## src/rtl/lpdms_pkg.sv

```systemverilog
// Package for the long-press drive mode selector.
// Holds poll/result types, mode codes and the mode-advance function.
// No dependencies.
package lpdms_pkg;

  localparam int unsigned NowW    = 32;
  localparam int unsigned StatusW = 16;
  localparam int unsigned ThreshW = 16;
  localparam int unsigned ModeW   = 3;
  localparam int unsigned FixBit  = 2;
  localparam int unsigned InDataW  = 56;
  localparam int unsigned OutDataW = 8;
  localparam int unsigned CfgDataW = 16;

  localparam logic [ThreshW-1:0] ThreshReset = 16'd1000;

  // drive mode codes; list index equals code
  localparam logic [ModeW-1:0] MODE_ALL_FOUR   = 3'd0;
  localparam logic [ModeW-1:0] MODE_FRONT      = 3'd1;
  localparam logic [ModeW-1:0] MODE_REAR       = 3'd2;
  localparam logic [ModeW-1:0] MODE_OPEN_NOPID = 3'd3;
  localparam logic [ModeW-1:0] MODE_OPEN_DIFF  = 3'd4;
  localparam logic [ModeW-1:0] MODE_VECTORING  = 3'd5;

  localparam logic [ModeW-1:0] ModesWithFix    = 3'd6;
  localparam logic [ModeW-1:0] ModesWithoutFix = 3'd3;

  typedef struct packed {
    logic [NowW-1:0]    now_ms;
    logic [StatusW-1:0] nav_status;
    logic               button_pressed;
  } poll_t;

  typedef struct packed {
    logic             mode_changed;
    logic [ModeW-1:0] drive_mode;
  } result_t;

  // (mode + 1) mod list length, for any 3-bit mode
  function automatic logic [ModeW-1:0] next_mode(input logic [ModeW-1:0] mode,
                                                 input logic fix);
    logic [ModeW-1:0] res;
    res = MODE_ALL_FOUR;
    if (fix) begin
      case (mode)
        MODE_ALL_FOUR:   res = MODE_FRONT;
        MODE_FRONT:      res = MODE_REAR;
        MODE_REAR:       res = MODE_OPEN_NOPID;
        MODE_OPEN_NOPID: res = MODE_OPEN_DIFF;
        MODE_OPEN_DIFF:  res = MODE_VECTORING;
        MODE_VECTORING:  res = MODE_ALL_FOUR;
        3'd6:            res = MODE_FRONT;   // 7 mod 6
        default:         res = MODE_REAR;    // 8 mod 6
      endcase
    end else begin
      case (mode)
        MODE_ALL_FOUR:   res = MODE_FRONT;
        MODE_FRONT:      res = MODE_REAR;
        MODE_REAR:       res = MODE_ALL_FOUR;
        MODE_OPEN_NOPID: res = MODE_FRONT;
        MODE_OPEN_DIFF:  res = MODE_REAR;
        MODE_VECTORING:  res = MODE_ALL_FOUR;
        3'd6:            res = MODE_FRONT;
        default:         res = MODE_REAR;
      endcase
    end
    return res;
  endfunction

endpackage

```

## src/rtl/lpdms_in_reg.sv

```systemverilog
// Input register stage of the long-press drive mode selector.
// Unpacks the input word into a poll_t; uses lpdms_pkg.
module lpdms_in_reg
  import lpdms_pkg::*;
(
  input  logic               clk,
  input  logic               rst_n,
  input  logic               in_tvalid,
  output logic               in_tready,
  input  logic [InDataW-1:0] in_tdata,   // button_pressed, nav_status, now_ms; zero pad
  output logic               poll_valid,
  input  logic               poll_ready,
  output poll_t              poll
);

  logic  valid_r;
  poll_t poll_r;

  assign in_tready  = !valid_r || poll_ready;
  assign poll_valid = valid_r;
  assign poll       = poll_r;

  always_ff @(posedge clk) begin
    if (!rst_n) begin
      valid_r <= 1'b0;
    end else if (in_tready) begin
      valid_r <= in_tvalid;
    end
  end

  always_ff @(posedge clk) begin
    if (in_tvalid && in_tready) begin
      poll_r.button_pressed <= in_tdata[0];
      poll_r.nav_status     <= in_tdata[StatusW:1];
      poll_r.now_ms         <= in_tdata[StatusW+NowW:StatusW+1];
    end
  end

endmodule

```

## src/rtl/lpdms_core.sv

```systemverilog
// Mode state, press tracking and result register of the drive mode selector.
// One registered poll in, one result word out; uses lpdms_pkg.
module lpdms_core
  import lpdms_pkg::*;
(
  input  logic               clk,
  input  logic               rst_n,
  input  logic               poll_valid,
  output logic               poll_ready,
  input  poll_t              poll,
  input  logic [ThreshW-1:0] threshold,
  output logic               res_valid,
  input  logic               res_ready,
  output result_t            res
);

  logic [ModeW-1:0] mode_r, mode_nxt;
  logic             prev_button_r;
  logic [NowW-1:0]  press_time_r, press_time_nxt;
  logic             pending_r, pending_nxt;
  logic             prev_fix_r;
  logic             res_valid_r;
  result_t          res_r;

  logic             fix, fix_change, rise, advance, fire;
  logic [ModeW-1:0] mode_fb;
  logic [NowW-1:0]  held;

  assign poll_ready = !res_valid_r || res_ready;
  assign fire       = poll_valid && poll_ready;
  assign res_valid  = res_valid_r;
  assign res        = res_r;

  always_comb begin
    fix        = poll.nav_status[FixBit];
    fix_change = fix != prev_fix_r;
    mode_fb    = mode_r;
    if (fix_change && !fix && mode_r >= ModesWithoutFix) begin
      mode_fb = MODE_ALL_FOUR;
    end
    if (fix_change && fix && mode_r >= ModesWithFix) begin
      mode_fb = MODE_ALL_FOUR;
    end
    pending_nxt    = pending_r && !fix_change;
    press_time_nxt = press_time_r;
    rise           = poll.button_pressed && !prev_button_r;
    if (rise) begin
      pending_nxt    = 1'b1;
      press_time_nxt = poll.now_ms;
    end
    if (!poll.button_pressed) begin
      pending_nxt = 1'b0;
    end
    held     = poll.now_ms - press_time_nxt;   // wraps mod 2^32
    advance  = pending_nxt && poll.button_pressed && (held > {16'd0, threshold});
    mode_nxt = mode_fb;
    if (advance) begin
      mode_nxt    = next_mode(mode_fb, fix);
      pending_nxt = 1'b0;
    end
  end

  always_ff @(posedge clk) begin
    if (!rst_n) begin
      mode_r        <= MODE_ALL_FOUR;
      prev_button_r <= 1'b0;
      press_time_r  <= '0;
      pending_r     <= 1'b0;
      prev_fix_r    <= 1'b0;
      res_valid_r   <= 1'b0;
    end else begin
      if (poll_ready) begin
        res_valid_r <= poll_valid;
      end
      if (fire) begin
        mode_r        <= mode_nxt;
        prev_button_r <= poll.button_pressed;
        press_time_r  <= press_time_nxt;
        pending_r     <= pending_nxt;
        prev_fix_r    <= fix;
      end
    end
  end

  always_ff @(posedge clk) begin
    if (fire) begin
      res_r.drive_mode   <= mode_nxt;
      res_r.mode_changed <= mode_nxt != mode_r;
    end
  end

  // without a fix only the first three modes are reachable
  a_mode_in_list: assert property (@(posedge clk) disable iff (!rst_n)
    !prev_fix_r |-> mode_r < ModesWithoutFix)
    else $error("mode outside no-fix list");

  a_mode_range: assert property (@(posedge clk) disable iff (!rst_n)
    mode_r < ModesWithFix)
    else $error("mode code out of range");

  a_release_cancels: assert property (@(posedge clk) disable iff (!rst_n)
    fire && !poll.button_pressed |=> !pending_r)
    else $error("press still pending after release");

  a_result_held: assert property (@(posedge clk) disable iff (!rst_n)
    res_valid_r && !res_ready |=> res_valid_r && $stable(res_r))
    else $error("stalled result lost or changed");

  a_changed_flag: assert property (@(posedge clk) disable iff (!rst_n)
    fire |=> res_r.mode_changed == (mode_r != $past(mode_r)))
    else $error("changed flag disagrees with mode state");

endmodule

```

## src/rtl/long_press_drive_mode_selector.sv

```systemverilog
// Long-press drive mode selector (top level).
// Input stream in, one result word per poll out, threshold write port.
// Instantiates lpdms_in_reg and lpdms_core; uses lpdms_pkg.
//
// Usage:
//   in_*  : one word per poll: button level, navigation status (bit 2 =
//           position fix) and the millisecond tick.
//   out_* : one word per poll: current drive mode and a flag set when that
//           poll changed the mode.
//   cfg_* : writes the 16-bit hold threshold in ms; always ready. Write only
//           while no poll is in flight.
// An accepted poll passes the input register, then the result register, on
// to output valid. One poll per cycle while out_tready is high: each register
// hands off in the same cycle it is refilled, so state updates once per poll.
// A stalled out_tready holds the result word; one more poll sits in the input
// register, after which in_tready drops.
// Reset (rst_n low, synchronous) sets mode 0, no pending press, no fix, the
// threshold to 1000 ms, and empties both registers.
module long_press_drive_mode_selector
  import lpdms_pkg::*;
(
  input  logic                clk,
  input  logic                rst_n,
  input  logic                in_tvalid,
  output logic                in_tready,
  input  logic [InDataW-1:0]  in_tdata,   // [0] button_pressed, [16:1] nav_status, [48:17] now_ms
  output logic                out_tvalid,
  input  logic                out_tready,
  output logic [OutDataW-1:0] out_tdata,  // [2:0] drive_mode, [3] mode_changed
  input  logic                cfg_valid,
  output logic                cfg_ready,
  input  logic [CfgDataW-1:0] cfg_data    // hold_threshold_ms
);

  logic               poll_valid, poll_ready;
  poll_t              poll;
  result_t            res;
  logic [ThreshW-1:0] threshold_r;

  assign cfg_ready = 1'b1;

  always_ff @(posedge clk) begin
    if (!rst_n) begin
      threshold_r <= ThreshReset;
    end else if (cfg_valid) begin
      threshold_r <= cfg_data;
    end
  end

  lpdms_in_reg u_in_reg (
    .clk        (clk),
    .rst_n      (rst_n),
    .in_tvalid  (in_tvalid),
    .in_tready  (in_tready),
    .in_tdata   (in_tdata),
    .poll_valid (poll_valid),
    .poll_ready (poll_ready),
    .poll       (poll)
  );

  lpdms_core u_core (
    .clk        (clk),
    .rst_n      (rst_n),
    .poll_valid (poll_valid),
    .poll_ready (poll_ready),
    .poll       (poll),
    .threshold  (threshold_r),
    .res_valid  (out_tvalid),
    .res_ready  (out_tready),
    .res        (res)
  );

  assign out_tdata = {{(OutDataW - ModeW - 1){1'b0}}, res};

endmodule
```

## config.mk

```make
export PLATFORM = sky130hd
export DESIGN_NAME = long_press_drive_mode_selector
export DESIGN_NICKNAME = d
export VERILOG_FILES = /design/src/rtl/lpdms_pkg.sv /design/src/rtl/lpdms_in_reg.sv /design/src/rtl/lpdms_core.sv /design/src/rtl/long_press_drive_mode_selector.sv
export SDC_FILE = /design/constraint.sdc
export NUM_CORES = 1
export LEC_CHECK = 0
export ABC_AREA = 1
export BUFFER_PORTS_ARGS = -buffer_cell sky130_fd_sc_hd__buf_2
export CORE_MARGIN = 1
export CORE_UTILIZATION = 35
export CTS_BUF_LIST = sky130_fd_sc_hd__clkbuf_4
export CTS_CLUSTER_SIZE = 20
export DETAILED_ROUTE_END_ITERATION = 8
export GPL_TIMING_DRIVEN = 0
export PLACE_DENSITY = 0.54
export REMOVE_ABC_BUFFERS = 1
export SKIP_CTS_REPAIR_TIMING = 1
export SLEW_MARGIN = 10
export SYNTH_ARGS = -nofsm -noshare
export SYNTH_HDL_FRONTEND = slang
export SYNTH_SLANG_ARGS = --single-unit
```

## constraint.sdc

```tcl
create_clock -name clk -period 4.62 [get_ports clk]
set_input_delay 0.924 -clock clk [delete_from_list [all_inputs] [get_ports clk]]
set_output_delay 0.924 -clock clk [all_outputs]
set_load 0.1 [all_outputs]
```

# After elaboration in Yosys (flattened, before gate mapping)
# Index checks and enable logic that the tools add are counted.
# totals
ff_bits	96
input_bits	77
elab_cells	55
output_inout_bits	11
# classes
n_lt_le_gt_ge	3
eq_ne	7
addsub	1
n_reduce_logical	21
muxes	10
# op_table
operator	n
> comparator 32 x 16 -> 1 bit	1
2-to-1 mux 32 bit	1
subtractor 32 bit	1
one-hot mux 3 bit (5 select lines)	1
2-to-1 mux 3 bit	4
logical AND 1 bit	10
== test 3 bit, second input constant	3
== test 3 x 2 -> 1 bit, second input constant	2
zero test 1 bit	5
one-hot mux 2 bit (2 select lines)	1
OR reduction 2 bit	2
>= comparator 3 x 2 -> 1 bit, second input constant	1
>= comparator 3 bit, second input constant	1
zero test 3 bit	1
2-to-1 mux 1 bit	3
inequality test 3 bit	1
OR reduction 3 bit	1
logical OR 1 bit	2
inequality test 1 bit	1

# Logic depth before layout (Yosys ltp)
# Gate-level depths: netlist of run 1.
# depth
word_depth	11
ltp_mapped	34
mapped_depth_nobuf	32

# Modules after synthesis
# Synthesis of run 1 repeated with hierarchy kept, for this count alone.
# unflattened
hier_cells	946
hier_area_um2	7001.7
# modules_own_cells
mod	area_each_um2	n_inst	seq_area_each_um2	cells_per_inst
lpdms_core	4787.1	1	900.9	793
lpdms_in_reg	1522.7	1	1491.4	56
long_press_drive_mode_selector	691.9	1	320.3	97

# Least setup slack after synthesis of run 1
# Ideal clock, no wire load.
# synth_path
kind	flip-flop to flip-flop
startpoint	register u_in_reg.poll_r (netlist bit u_in_reg.poll[0])
endpoint	register u_core.res_r (netlist bit u_core.res[3]) (data pin)
path_slack_ns	0.519
t_arrival_ns	3.842
required_time_ns	4.361
stages_incl_launch_ff	28
path_buffers	2
path_cell_list	edfxtp_1 > nand2_4 > buf_6 > clkbuf_1 > mux2i_1 > ha_1 > inv_1 > o21ai_0 > nand2_1 > nand2_1 > a21oi_1 > nand2_1 > xor2_1 > ha_1 > nand4_1 > nor2_1 > and3_1 > a21oi_1 > a21oi_1 > nand3_1 > nor2_1 > nand2_1 > nor2_2 > nand2_4 > nand3_2 > nand3_1 > nand2_1 > nand3_1
# synth_via
elab_chain_cells	7
elab_cells_between_ends	10
cone_classes	add/sub: 1; order compare: 1; eq/ne: 1; mux: 4; reduce/logical: 3
# synth_lines
item	line_no	text
start, declared	lpdms_in_reg.sv:17	poll_t poll_r;
logical AND 1 bit	lpdms_core.sv:46	rise = poll.button_pressed && !prev_button_r;
2-to-1 mux 32 bit or 2-to-1 mux 1 bit (tied branches)	lpdms_core.sv:47	if (rise) begin
subtractor 32 bit or 2-to-1 mux 1 bit (tied branches)	lpdms_core.sv:54, lpdms_core.sv:51	
> comparator 32 x 16 -> 1 bit or logical AND 1 bit (tied branches)	lpdms_core.sv:55	advance = pending_nxt && poll.button_pressed && (held > {16'd0, threshold});
logical AND 1 bit (*)	lpdms_core.sv:55	
2-to-1 mux 3 bit (*)	lpdms_core.sv:57	if (advance) begin
inequality test 3 bit (*)	lpdms_core.sv:88	res_r.mode_changed <= mode_nxt != mode_r;
end, declared	lpdms_core.sv:23	result_t res_r;
# Every way passes the cells marked *; elsewhere a longest branch is shown, timed or not.
# A chain may end at the register's enable or synchronous reset.

# Final worst setup path of run 1
# Same ends and word-level chain as after synthesis.

==> impl_metrics.yaml, run 1 <==
clocking:
  h-tree-depth: 3
  clock-root-buffer: "clkbuf_4"
  clk_latency_ps: 490
  cts_buffers: 9
  clkTransAtPathRegs_ps: 180
  clockBufferDepth: 2
  cts_sinks: 94
  cts_tree: "built"
synth:
  syn_area_um2: 6590
  yosysWarnings: 0
  ys_async_sr_fraction_pct: 0
  yosysSeqAreaShare_pct: 34.3
  synth_edf_count: 38
  synthFlopType: "dfxtp_1"
  synth.avg_cell_area_um2: 7.24
  ys_ff_latch: 94
  synth.distinct_cells: 45
  postSynthCellCount: 911
detailed_routing:
  vias_per_cell: 4.84
  drtAntennaViolNets: 0
  vias: 5842
  route.detailed.drc: 7
  wire_per_inst_um: 13.6
  wirelength_um: 16500
  detail_route.first_pass.iterations: 6
  drt-initial-drc-count: 267
power:
  ir_worst_vdd_v: 0.000203
  p_total_mw: 2.23
  power_density_nw_per_um2: 305
  leakage_nw: 3.53
grt:
  grt_util_all_layers_pct: 17.0
  grt_max_degree: 55
  overflow: 0
  antenna_found_initial: 1
  grt_pass1_vias: 5318
  grt_pass1_wl_um: 26200
cells_and_area:
  nets: 1087
  area_delta_synth_final_pct: 11.2
  drive_gt1_share_pct: 16.8
  layout_common_cells: "nand2_1, inv_1, a21oi_1"
  mostFrequentLayoutCell: "nand2_1"
  final_area_um2: 7330
  fillers: 1934
critical_path:
  start_kind: "flip-flop"
  cp_max_fo: 7
  r2r_slack_ps: 440
  worst-setup-path-type: "flip-flop to flip-flop"
  crit_top_cell: "nand2_1"
  crit_path_max_incr_delay_ps: 550
  r2r_start: "u_in_reg.poll[0]"
  path_buf_inv: 4
  critical_path_required_ps: 4880
  rr_endpoint: "u_core.res[3]"
  reg2reg_depth: 30
  cp_top_family: "simple AND/OR/NAND/NOR gates"
  cp_slowest_cell: "edfxtp_1"
  cp.arrival_ps: 4450
  end_kind: "flip-flop"
floorplan:
  rows: 49
  die_area_um2: 19400
  core_um2: 18200
  die_x_um: 139
  pin_count: 88
  initial_utilization_pct: 36.2
  chipHeight_um: 139
hold_path:
  hold_path_end: "threshold_r[14]"
  worstHoldPathType: "flip-flop to flip-flop"
  hold_depth: 2
  min_from: "threshold_r[14]"
timing:
  hold_viol_final: 0
  setup_viol: 0
  period_needed_ps: 4180
  maxSlewHeadroom_pct: 47.0
  clock.fmax_mhz: 239
  worst_slack_ps: 436
  finalClockSkew_ps: 28.8
  fin_crit_sh_pct: 90.6
  rsz0062_at_grt: "false"
  worst_slew_pin_slew_ps: 794
  slew_violations: 0
  holdWs_ps: 482
placement:
  place_area_um2: 7070
  dpl_worst_slack_ps: -137
  dp_hpwl_um: 12500
  port_buffers: 60
  gp_congestion: 0.897
flow_run:
  cap_viol_max_count: 0
status:
  status: "complete, but fails checks"
  violations: "DRC"
## stage by stage
| step | util [%] | cells | TNS, ps |
|---|---|---|---|
| global placement | 38.7 | 1178 | -306 |
| finish | 40.3 | 1206 | 0 |
| detailed placement | 38.9 | 1179 | -150 |
| CTS | 39.6 | 1195 | -457 |
| floorplan | - | 889 | 0 |
| global route | 40.3 | 1206 | 0 |
## worst min-delay path, stage by stage, from the launching register on
cell and delay, ps:
dfxtp_1 330, inv_1 60, a21oi_1 60
## how the worst max path moves through the flow
stage	startpoint	end	depth (start not counted)
2_1_floorplan	u_in_reg.poll[0]	u_core.res[3]	25
3_3_place_gp	u_in_reg.poll[0]	u_core.res[3]	29
3_5_place_dp	u_in_reg.poll[0]	u_core.res[3]	29
4_1_cts	u_in_reg.poll[0]	u_core.res[3]	29
5_1_grt	u_in_reg.poll[0]	u_core.res[3]	25
6_report	u_in_reg.poll[0]	u_core.res[3]	30
## synthesized netlist by cell type (9+ instances only)
cell / instances / area (µm²)
nand3_2: 13 / 130
a31oi_1: 10 / 62.6
nor2_1: 57 / 214
mux2i_1: 19 / 190
edfxtp_1: 38 / 1140
ha_1: 39 / 488
inv_1: 133 / 499
a21oi_1: 88 / 440
clkbuf_1: 16 / 60.1
inv_2: 11 / 41.3
dfxtp_1: 56 / 1120
nand3_1: 47 / 235
o21ai_0: 72 / 360
xor2_1: 9 / 78.8
nor3_1: 12 / 60.1
nand2_1: 200 / 751
nand2_2: 19 / 119
nor2_2: 9 / 56.3
## report_power, final
| group | switching, mW | total [mW] | internal (mW) | leakage [nW] |
|---|---|---|---|---|
| Sequential | 0.0329 | 0.954 | 0.921 | 0.832 |
| Combinational | 0.544 | 0.836 | 0.291 | 2.62 |
| Clock | 0.321 | 0.445 | 0.124 | 0.0728 |
| Total | 0.898 | 2.23 | 1.34 | 3.53 |
## kinds of logic (layout without fill, tap and decap cells)
family | Yosys count | after routing | share of synthesized area [%]
AOI/OAI and AO/OA | 190 | 190 | 15.1
DFF | 94 | 94 | 34.3
other | 2 | 6 | 0.114
muxes | 19 | 19 | 2.88
adders and majority gates | 39 | 39 | 7.40
buffers and inverters | 169 | 228 | 10.3
and+or+nand+nor | 383 | 386 | 27.9
xor gates and xnor gates | 15 | 15 | 1.99
## sequential cells by signal, summed over array words and instances, names as in the netlist
signal	flops
u_in_reg.poll	34
u_core.res_valid	1
u_core.prev_button_r	1
u_core.pending_r	1
u_core.mode_r	3
threshold_r	16
u_core.press_time_r	32
u_core.prev_fix_r	1
u_in_reg.poll_valid	1
u_core.res	4
## cell type report
cell class              count  area, µm²  area share [%]
diodes                      1       2.50          0.0341
clock buffers               9       67.6           0.922
clock inverters             7       62.6           0.853
inverters                 144        543            7.41
multi-input cells         654       3730            50.9
flip-flops and latches     94       2260            30.9
well taps                 229        287            3.91
repair buffers             68        373            5.09
## layer usage
| layer | track usage, % | up-vias | part of all wire, % |
|---|---|---|---|
| met5 | 0 | - | 0 |
| met4 | 4.74 | 0 | 1.3 |
| met3 | 2.68 | 12 | 2.6 |
| met2 | 28.4 | 84 | 44 |
| met1 | 22.8 | 2626 | 52 |
| li1 | - | 3120 | - |
Power figures use the tool's default switching activity.
==> run 2: changes to the inputs <==
CORE_UTILIZATION = 55   (was 35)
PLACE_DENSITY = 0.78   (was 0.54)
==> run 2 against run 1 <==
The flow still finishes with violations (DRC). Hold slack worse by 4.8 ps. Non-clock buffer count is 5 lower. Sequential power hardly changed. Design area is 2.7% lower. Via count is 0.55% higher. Register-to-register slack worse by 60 ps. Routed wire length is 9.9% lower. Combinational power is 2% lower. Global-route usage is 7.3 points higher. Clock power is 10% lower. Setup slack worse by 64 ps. Clock-buffer cell count is 3 higher. Critical path type unchanged. Critical endpoint unchanged.
==> impl_metrics.yaml, run 2 (same netlist as run 1, synthesis figures left out) <==
status:
  status: "complete, but fails checks"
  violations: "DRC"
critical_path:
  start_kind: "flip-flop"
  cp_max_fo: 14
  worst-setup-path-type: "flip-flop to flip-flop"
  critical_path_required_ps: 4870
  cp.arrival_ps: 4500
  end_kind: "flip-flop"
timing:
  finalClockSkew_ps: 9.82
  slew_violations: 0
  maxSlewHeadroom_pct: 47.1
  period_needed_ps: 4250
  rsz0062_at_grt: "false"
  fin_crit_sh_pct: 92.0
  setup_viol: 0
  worst_slew_pin_slew_ps: 793
  worst_slack_ps: 371
  hold_viol_final: 0
  clock.fmax_mhz: 235
  tns_ps: 0
grt:
  grt_util_all_layers_pct: 24.3
  antenna_found_initial: 0
  grt_max_degree: 55
  overflow: 0
  grt_pass1_vias: 5259
  grt_pass1_wl_um: 24000
floorplan:
  rows: 39
  core_um2: 11600
  initial_utilization_pct: 57.0
  chipHeight_um: 111
  die_x_um: 111
  pin_count: 88
  die_area_um2: 12400
detailed_routing:
  route.detailed.drc: 7
  detail_route.first_pass.iterations: 9
  drt-initial-drc-count: 366
  drtAntennaViolNets: 0
  vias: 5874
  wire_per_inst_um: 13.3
  vias_per_cell: 5.28
  wirelength_um: 14800
power:
  leakage_nw: 3.50
  p_int_mw: 1.33
  switchingPower_uw: 840
  ir_worst_vdd_v: 0.000207
  clockPowerShare_pct: 18.4
  seqPwrFrac_pct: 43.9
  p_comb_share_pct: 37.7
  power_density_nw_per_um2: 304
  switching_share_pct: 38.7
cells_and_area:
  fillers: 1098
  area_delta_synth_final_pct: 8.18
  largest_reg_flops: 34
  layout_common_cells: "nand2_1, inv_1, a21oi_1"
  antenna_cells: 0
  nets: 1081
  final_area_um2: 7130
  mostFrequentLayoutCell: "nand2_1"
  drive_gt1_share_pct: 15.4
placement:
  dpl_worst_slack_ps: -37.3
  place_area_um2: 6970
  gp_congestion: 0.934
  dp_hpwl_um: 11200
  port_buffers: 60
clocking:
  cts_tree: "built"
  cts_sinks: 94
  clockBufferDepth: 2
  clkTransAtPathRegs_ps: 140
  clock-root-buffer: "clkbuf_4"
  h-tree-depth: 3
  cts_buffers: 9
  clk_latency_ps: 490
hold_path:
  worstHoldPathType: "flip-flop to flip-flop"
flow_run:
  cap_viol_max_count: 0
-- run 2: cell types whose count changed in the layout (fill, tap and decap cells not counted), sizes merged --
cell / change
nand2: -1
clkinvlp: -1
clkinv: +2
inv: -4
clkbuf: +3
buf: -5
diode: -1
-- run 2: per-stage QoR --
step                instances  total power [mW]  util [%]  hold WS, ps
floorplan                 889              1.58         -          435
global placement         1092              1.75      60.1          453
detailed placement       1093              1.77      60.3          455
CTS                      1109              2.17      61.3          473
global route             1113              2.33      61.7          492
finish                   1113              2.17      61.7          477
-- run 2: path summary, 6_finish.rpt --
check | start | to | slack [ps] | depth (start not counted)
max | u_in_reg.poll[0] | u_core.res[3] | 370 | 25
min | threshold_r[13] | threshold_r[13] | 480 | 2
max reg2reg | u_in_reg.poll[0] | u_core.res[3] | 370 | 25
min reg2reg | threshold_r[13] | threshold_r[13] | 480 | 2
-- run 2: critical path: stages, from the launching register on --
cell and delay, ps:
edfxtp_1 530, nand2_8 170, mux2i_1 260, ha_1 320
inv_1 140, o21ai_0 150, nand2_1 90, nand2_1 90
a21oi_1 130, nand2_1 100, xor2_1 160, ha_1 330
nand4_1 130, nor2_1 160, and3_1 170, a21oi_1 70
a21oi_1 150, nand3_1 100, nor2_1 90, nand2_1 60
nor2_2 140, nand2_4 130, nand3_2 100, nand3_1 80
nand2_1 80, nand3_1 70
-- run 2: power by group through the flow --
stage	clock network, mW	logic (mW)	registers (mW)
CTS	0.417	0.804	0.952
detailed placement	0	0.802	0.971
global placement	0	0.783	0.969
global route	0.449	0.920	0.959
floorplan	0	0.595	0.985
finish	0.400	0.818	0.953
-- run 2: routing by layer --
layer / share of wire, % / GRT usage (%) / vias to the layer above / wire (µm)
met1: 49 / 31.8 / 2605 / 7270
met5: 0 / 0 / - / 0
met3: 4.9 / 4.52 / 24 / 721
met4: 2.1 / 9.37 / 0 / 311
li1: - / - / 3101 / -
met2: 44 / 39.9 / 144 / 6520
-- run 2: layout make-up --
type | count | area [µm²] | area share, %
repair buffers | 63 | 343 | 4.81
clock inverters | 4 | 22.5 | 0.316
flip-flops and latches | 94 | 2260 | 31.7
multi-input cells | 653 | 3700 | 51.8
inverters | 144 | 541 | 7.58
clock buffers | 12 | 90.1 | 1.26
well taps | 143 | 179 | 2.51
